`config.mk`:
```
export PLATFORM = sky130hd
export DESIGN_NAME = multi_channel_debounce_change_detect
export DESIGN_NICKNAME = d
export VERILOG_FILES = /design/src/rtl/core/mcdc_pkg.sv /design/src/rtl/core/multi_channel_debounce_change_detect.sv /design/src/rtl/core/mcdc_state.sv /design/src/rtl/core/mcdc_update.sv
export SDC_FILE = /design/constraint.sdc
export NUM_CORES = 2
export LEC_CHECK = 0
export BUFFER_PORTS_ARGS = -buffer_cell sky130_fd_sc_hd__buf_4
export CORE_MARGIN = 1
export CORE_UTILIZATION = 36
export DETAILED_ROUTE_END_ITERATION = 10
export SKIP_LAST_GASP = 1
export SYNTH_ARGS = -nofsm -noshare
export SYNTH_HDL_FRONTEND = slang
export SYNTH_SLANG_ARGS = --single-unit
```
`constraint.sdc`:
```
create_clock -name clk -period 16.4 [get_ports clk]
set_input_delay 0 -clock clk [delete_from_list [all_inputs] [get_ports clk]]
set_output_delay 0 -clock clk [all_outputs]
set_load 0.02 [all_outputs]
```
`src/rtl/core/mcdc_pkg.sv`:
```
// ---------------------------------------------------------------------------
// mcdc_pkg
// Shared constants, codes and transaction types of the debouncer.
// ---------------------------------------------------------------------------
package mcdc_pkg;

    localparam int NUM_SLOTS = 32;
    localparam int SLOT_W    = 5;
    localparam int VALUE_W   = 32;
    localparam int TIME_W    = 32;
    localparam int COUNT_W   = 8;
    localparam int ADDR_W    = 3;
    localparam int DATA_W    = 32;

    localparam logic [SLOT_W:0]    SLOT_LIMIT   = (SLOT_W + 1)'(NUM_SLOTS);
    localparam logic [COUNT_W-1:0] COUNT_MAX    = 8'd255;
    localparam logic [COUNT_W-1:0] DEBOUNCE_MIN = 8'd2;

    // request codes
    localparam logic [1:0] REQ_SAMPLE  = 2'd0;
    localparam logic [1:0] REQ_PRELOAD = 2'd1;
    localparam logic [1:0] REQ_FORCE   = 2'd2;

    // register word indexes
    localparam logic [0:0] REG_DEBOUNCE_THRESHOLD = 1'b0;

    typedef struct packed {
        logic [1:0]                req_type;
        logic [SLOT_W-1:0]         slot;
        logic signed [VALUE_W-1:0] sample_value;
        logic                      transition_allowed;
        logic [TIME_W-1:0]         timestamp;
    } req_item_t;

    typedef struct packed {
        logic [SLOT_W-1:0]         event_slot;
        logic signed [VALUE_W-1:0] prev_value;
        logic signed [VALUE_W-1:0] curr_value;
        logic [TIME_W-1:0]         event_time;
    } evt_item_t;

    typedef struct packed {
        logic [VALUE_W-1:0] confirmed;
        logic [VALUE_W-1:0] candidate;
        logic [COUNT_W-1:0] count;
    } slot_state_t;

    typedef struct packed {
        logic              en;
        logic [SLOT_W-1:0] slot;
        slot_state_t       data;
    } state_wr_t;

    typedef struct packed {
        logic wr_en;
        logic ev;
    } upd_ctrl_t;

endpackage

```
`src/rtl/core/multi_channel_debounce_change_detect.sv`:
```
// ---------------------------------------------------------------------------
// multi_channel_debounce_change_detect
// Top level: request register, slot state file, update logic, event register
// and the APB register port.
// ---------------------------------------------------------------------------
// Debounces up to 32 channel slots and reports confirmed value changes. One
// request transaction is accepted per clock cycle, back to back, while
// req_stall is low. An accepted request is held in the request register; one
// read-modify-write of the addressed slot then loads any event it makes into
// the event register. Rate is set by that single read-modify-write of the
// slot state file (combinational read, registered write), which reads and
// writes one slot per cycle while requests advance, so consecutive requests
// to the same slot see each other's updates without extra delay.
// A request that makes an event waits in the request register only while a
// stalled event still sits in the event register. Sample requests with
// transition_allowed low are dropped. With debounce_threshold at 2 or more a
// value must be sampled that many times in a row before it is confirmed; the
// match count saturates at 255. Preload sets a slot's value silently; force
// emits the current value with old and new equal. Slot state resets to zero
// through per-slot valid bits, so there is no clearing pass after reset.
// Write debounce_threshold (byte address 0) only while the block is idle.
// ---------------------------------------------------------------------------
module multi_channel_debounce_change_detect
    import mcdc_pkg::*;
(
    input  logic              clk,
    input  logic              rst_n,

    // request channel
    input  logic              req_valid,
    output logic              req_stall,
    input  req_item_t         req_data,

    // event channel
    output logic              evt_valid,
    input  logic              evt_stall,
    output evt_item_t         evt_data,

    // register port
    input  logic              psel,
    input  logic              penable,
    input  logic              pwrite,
    input  logic [ADDR_W-1:0] paddr,
    input  logic [DATA_W-1:0] pwdata,
    output logic [DATA_W-1:0] prdata,
    output logic              pready
);

    logic               req_valid_reg;
    req_item_t          req_item_reg;
    logic               evt_valid_reg;
    evt_item_t          evt_item_reg;
    logic [COUNT_W-1:0] threshold_reg;

    slot_state_t        cur_state;
    slot_state_t        nxt_state;
    state_wr_t          state_wr;
    upd_ctrl_t          upd_ctrl;
    evt_item_t          upd_evt;

    logic               out_free;
    logic               fire;
    logic               cfg_wr;

    // ---- register port ----------------------------------------------------
    assign pready = 1'b1;
    assign cfg_wr = psel && penable && pwrite && pready;

    always_ff @(posedge clk or negedge rst_n)
    begin
        if (!rst_n)
        begin
            threshold_reg <= '0;
        end
        else if (cfg_wr && (paddr[2] == REG_DEBOUNCE_THRESHOLD))
        begin
            threshold_reg <= pwdata[COUNT_W-1:0];
        end
    end

    // Return the threshold at its word; read zero elsewhere
    assign prdata = (paddr[2] == REG_DEBOUNCE_THRESHOLD) ?
                    DATA_W'(threshold_reg) : '0;

    // ---- handshake control ------------------------------------------------
    // The event register is free when empty or being drained this cycle.
    // A held request advances unless it makes an event that cannot land.
    assign out_free  = !evt_valid_reg || !evt_stall;
    assign fire      = req_valid_reg && (!upd_ctrl.ev || out_free);
    assign req_stall = req_valid_reg && !fire;

    // ---- request register -------------------------------------------------
    always_ff @(posedge clk or negedge rst_n)
    begin
        if (!rst_n)
        begin
            req_valid_reg <= 1'b0;
        end
        else if (!req_stall)
        begin
            req_valid_reg <= req_valid;
        end
    end

    always_ff @(posedge clk)
    begin
        if (req_valid && !req_stall)
        begin
            req_item_reg <= req_data;
        end
    end

    // ---- slot state and update --------------------------------------------
    mcdc_state u_state (
        .clk     (clk),
        .rst_n   (rst_n),
        .rd_slot (req_item_reg.slot),
        .rd_data (cur_state),
        .wr      (state_wr)
    );

    mcdc_update u_update (
        .item      (req_item_reg),
        .cur       (cur_state),
        .threshold (threshold_reg),
        .ctrl      (upd_ctrl),
        .nxt       (nxt_state),
        .evt       (upd_evt)
    );

    // Commit the slot write only when the request actually advances
    assign state_wr.en   = fire && upd_ctrl.wr_en;
    assign state_wr.slot = req_item_reg.slot;
    assign state_wr.data = nxt_state;

    // ---- event register ---------------------------------------------------
    always_ff @(posedge clk or negedge rst_n)
    begin
        if (!rst_n)
        begin
            evt_valid_reg <= 1'b0;
        end
        else if (fire && upd_ctrl.ev)
        begin
            evt_valid_reg <= 1'b1;
        end
        else if (!evt_stall)
        begin
            evt_valid_reg <= 1'b0;
        end
    end

    always_ff @(posedge clk)
    begin
        if (fire && upd_ctrl.ev)
        begin
            evt_item_reg <= upd_evt;
        end
    end

    assign evt_valid = evt_valid_reg;
    assign evt_data  = evt_item_reg;

endmodule

```
`src/rtl/core/mcdc_state.sv`:
```
// ---------------------------------------------------------------------------
// mcdc_state
// Per-slot state file: confirmed value, candidate value and match count,
// with a valid bit per slot so that an unwritten slot reads as zero.
// ---------------------------------------------------------------------------
module mcdc_state
    import mcdc_pkg::*;
(
    input  logic              clk,
    input  logic              rst_n,
    input  logic [SLOT_W-1:0] rd_slot,
    output slot_state_t       rd_data,
    input  state_wr_t         wr
);

    slot_state_t            slot_state_reg [NUM_SLOTS];
    logic [NUM_SLOTS-1:0]   slot_valid_reg;

    always_ff @(posedge clk or negedge rst_n)
    begin
        if (!rst_n)
        begin
            slot_valid_reg <= '0;
        end
        else if (wr.en)
        begin
            slot_valid_reg[wr.slot] <= 1'b1;
        end
    end

    always_ff @(posedge clk)
    begin
        if (wr.en)
        begin
            slot_state_reg[wr.slot] <= wr.data;
        end
    end

    // untouched slots read as the reset value
    assign rd_data = slot_valid_reg[rd_slot] ? slot_state_reg[rd_slot] : '0;

endmodule

```
`src/rtl/core/mcdc_update.sv`:
```
// ---------------------------------------------------------------------------
// mcdc_update
// Next-state and event logic for one request against one slot's state.
// ---------------------------------------------------------------------------
module mcdc_update
    import mcdc_pkg::*;
(
    input  req_item_t          item,
    input  slot_state_t        cur,
    input  logic [COUNT_W-1:0] threshold,
    output upd_ctrl_t          ctrl,
    output slot_state_t        nxt,
    output evt_item_t          evt
);

    logic               slot_ok;
    logic               debounce_on;
    logic               same_cand;
    logic [COUNT_W-1:0] count_inc;
    logic [COUNT_W-1:0] count_new;
    logic               confirm;
    logic               changed;

    assign slot_ok     = (SLOT_W + 1)'(item.slot) < SLOT_LIMIT;
    assign debounce_on = threshold >= DEBOUNCE_MIN;
    assign same_cand   = item.sample_value == cur.candidate;
    assign count_inc   = (cur.count == COUNT_MAX) ? cur.count : cur.count + COUNT_W'(1);
    assign count_new   = same_cand ? count_inc : COUNT_W'(1);
    assign confirm     = !debounce_on || (count_new >= threshold);
    assign changed     = item.sample_value != cur.confirmed;

    always_comb
    begin
        ctrl            = '0;
        nxt             = cur;
        evt.event_slot  = item.slot;
        evt.prev_value  = cur.confirmed;
        evt.curr_value  = item.sample_value;
        evt.event_time  = item.timestamp;

        if (slot_ok)
        begin
            case (item.req_type)
                REQ_SAMPLE:
                begin
                    if (item.transition_allowed)
                    begin
                        if (debounce_on)
                        begin
                            ctrl.wr_en    = 1'b1;
                            nxt.candidate = item.sample_value;
                            nxt.count     = count_new;
                        end
                        if (confirm && changed)
                        begin
                            ctrl.wr_en    = 1'b1;
                            ctrl.ev       = 1'b1;
                            nxt.confirmed = item.sample_value;
                        end
                    end
                end
                REQ_PRELOAD:
                begin
                    ctrl.wr_en    = 1'b1;
                    nxt.confirmed = item.sample_value;
                    nxt.candidate = item.sample_value;
                    nxt.count     = '0;
                end
                REQ_FORCE:
                begin
                    ctrl.ev        = 1'b1;
                    evt.curr_value = cur.confirmed;
                end
                default:
                begin
                    ctrl = '0;
                end
            endcase
        end
    end

endmodule

```
==> key figures <==
Clocking
  • CTS tree: yes
  • Clk root buf: clkbuf_16
  • Clk_lat worst skew: ~0.92 ns
  • Num CTS Buffers: between 200 and 300
  • CTS Buffer Depth: 4
  • CTS Sinks: around 2500
  • Worst-path clk slew: 0.06 ns
  • H-tree Lvls: 5

Drt
  • WL/cell: around 30 um
  • Iteration-0 DRC Markers: between 6000 and 7000
  • Vias: between 50000 and 60000
  • Routed WL: ~290000 um
  • Post-DRT Antenna Nets: 0
  • DR pass1 iterations: 6
  • DRC: 0
  • Vias per Instance: 5.65

Run
  • Max-Cap Viols: 0

Placement
  • DP HPWL: approximately 150000 um
  • Placer Congestion: 0.834
  • # port buffers: 198
  • DP Worst Slack: about 5.3 ns

Cells and area
  • Max reg flops: 2304
  • Layout cells sized above 1: between 20% and 30%
  • Most common cell after layout, fill and taps aside: edfxtp_1
  • Layout net count: between 5000 and 6000
  • Layout Area Growth over Synthesis: 17.3%
  • Commonest cells after routing, fill and taps aside: edfxtp_1 (2477), mux4_2 (547), buf_4 (359)

Timing
  • Max frequency: roughly 90 MHz
  • RSZ-0062 raised after global routing: no
  • Final WS setup: 5.28 ns
  • TNS Setup: 0 ns
  • Least-Margin Pin Slew: 1.29 ns
  • Tcrit/Tclk final: 67.8%
  • Final clock skew: ~0.1 ns
  • Period minus WS final: around 11 ns
  • Final hold violation count: 0
  • Final setup viols: 0
  • Relative slew slack: 13.9%
  • Max Slew Vio Count: 0

Floorplanning
  • Initial Utilization: 36.3%
  • Die extent in x: approximately 530 um
  • Core footprint: 0.275 mm2
  • Die area: roughly 0.28 mm2
  • Die Y: between 500 and 600 um
  • # rows: about 190
  • I/O pin cnt: 250

Global routing
  • Total grt overflow: 0
  • First-pass GRT wire length: 399000 um
  • Total GRT Usage: between 20% and 30%
  • Pin count of the biggest net entering global routing: between 100 and 150
  • Vias in the first global route: about 52000
  • Initial antenna violation count: 9

Yosys
  • Synth Warn #: 0
  • Top cells by area, synth: edfxtp_1 (75%), mux4_2 (12%), mux2i_1 (2.6%), dfrtp_1 (1.1%), a22oi_1 (0.80%)
  • Yosys top cell by area: edfxtp_1
  • Synth async-reset ratio: between 1.5 and 2%
  • Yosys top cell area share: around 75%
  • Top_reg_cell synth: edfxtp_1
  • EDFF count, synth: ~2500
  • Mapped cell area: between 0.09 and 0.1 mm2
  • Mean Syn Cell Area: between 20 and 25 um2
  • Netlist cell types: 90
  • Synth Register Bits: 2524
  • Seq/Total Area, Yosys: 75.7%
  • Cell count after synthesis: about 4800

Setup path
  • Worst setup EP type: flip-flop
  • Critical path data required time: ~17 ns
  • Type of origin of the critical path: flip-flop
  • CP max FO: 30
  • Crit path DAT: roughly 12 ns
  • Crit path kind: flip-flop to flip-flop

Power
  • Leak pwr: approximately 38 nW
  • Max VDD drop: ~0.086 mV
  • PwrDens: around 130 mW/mm2

Hold path
  • Worst hold-check path type: input port to flip-flop

Outcome
  • Outcome: complete, no violations
## what timing repair did
item	4_1_cts	5_1_grt
setup buffers	0	0
gates resized for setup	0	0
endpoints found under the hold margin	133	0
hold buffers	174	0
## final cells by class
type                       instances  area, um2
antenna                            7       17.5
tap                             3686       4610
multi-input combinational       1967      22800
clock buffer                     333       7230
sequential                      2524      75600
timing repair buffer             552       4830
inverter                          61        241
clock inverter                   156       1650
fill                           23600     158000
## per-stage QoR
step                      power (mW)  hold slack (ns)  utilization (%)  cells  area [um2]
after floorplan                 8.45           -0.296                -   4853       99800
after detailed placement        8.97           0.0813             38.7   8616      106000
after CTS                       15.1           0.0573             42.6   9279      117000
after global routing            15.4           0.0951             42.6   9280      117000
after global placement          8.94           0.0894             38.7   8616      106000
final                           15.0           0.0985             42.6   9286      117000
## critical path, stage by stage (launching register included)
cell       delay, ns
edfxtp_1        1.10
mux2i_1         0.34
o22ai_1         0.13
nor4_1          0.65
o21a_4          0.51
buf_4           0.49
a21oi_1         0.13
xnor2_1         0.38
nand4_1         0.34
nor3_1          0.98
nand4_1         0.24
buf_4           0.29
nor2_1          0.14
ha_1            0.23
nand2b_1        0.14
a21o_1          0.17
a21o_1          0.17
a21o_1          0.17
a21oi_1         0.17
nor2b_1         0.06
o21ai_0         0.34
a2111oi_0       0.27
a22oi_1         0.28
o211ai_1        0.20
buf_4           0.29
nor2_4          1.00
buf_4           0.79
buf_4           0.59
## where the power goes
part	switching [mW]	internal, mW	leakage, nW
Clock	2.58	3.52	4.32
Combinational	0.942	0.519	10.5
Sequential	0.0620	7.36	23.3
Total	3.59	11.4	38.1
## cell usage after synthesis (all sizes together) (7+ instances only)
master	n
a311oi	7
edfxtp	2477
buf	170
clkbuf	131
or3	14
o21ai	96
nor3	28
a21oi	47
ha	9
or2	9
a21o	7
mux4	553
dfrtp	42
and3	8
nor4	32
a32o	8
and2	14
o22ai	32
nand3b	7
nor3b	8
nand3	65
a31oi	7
nor2b	21
o311ai	20
nor2	95
mux2i	260
a22oi	106
nand2	202
xnor2	38
nand4	21
nand2b	17
mux2	47
inv	60
o31ai	27
a221oi	8
a211oi	13
a311o	11
o21bai	33
## cell families (layout without fill, tap and decap cells)
kind of cell / Yosys count / in the layout / synth area share (%)
xor gates and xnor gates: 43 / 43 / 0.378
adders and majority gates: 9 / 9 / 0.113
muxes: 860 / 860 / 15.7
and+or+nand+nor: 560 / 560 / 2.73
DFF: 2524 / 2524 / 75.7
buffers and inverters: 362 / 1102 / 2.04
AOI/OAI and AO/OA: 470 / 470 / 3.33
other: 2 / 32 / 0.00753
## final timing paths
kind	slack (ns)	end	startpoint	cells past startpoint
setup / recovery	5.28	u_state.slot_state_reg[4][12]	req_item_reg[66]	27
hold / removal	0.1	evt_valid	evt_stall	4
setup reg to reg	5.28	u_state.slot_state_reg[4][12]	req_item_reg[66]	27
hold reg to reg	0.41	evt_data[27]	req_item_reg[27]	0
max in group asynchronous	15.78	threshold_reg[7]	rst_n	4
min in group asynchronous	0.34	u_state.slot_valid_reg[7]	rst_n	4
## layer usage
| layer | GRT usage, % | routed length (um) | part of all wire [%] |
|---|---|---|---|
| met1 | 26.8 | 113000 | 40 |
| met2 | 33.5 | 139000 | 48 |
| met3 | 2.65 | 21400 | 7.5 |
| met4 | 8.40 | 13000 | 4.5 |
| met5 | 0 | 0 | 0 |
Power figures use the tool's default switching activity.
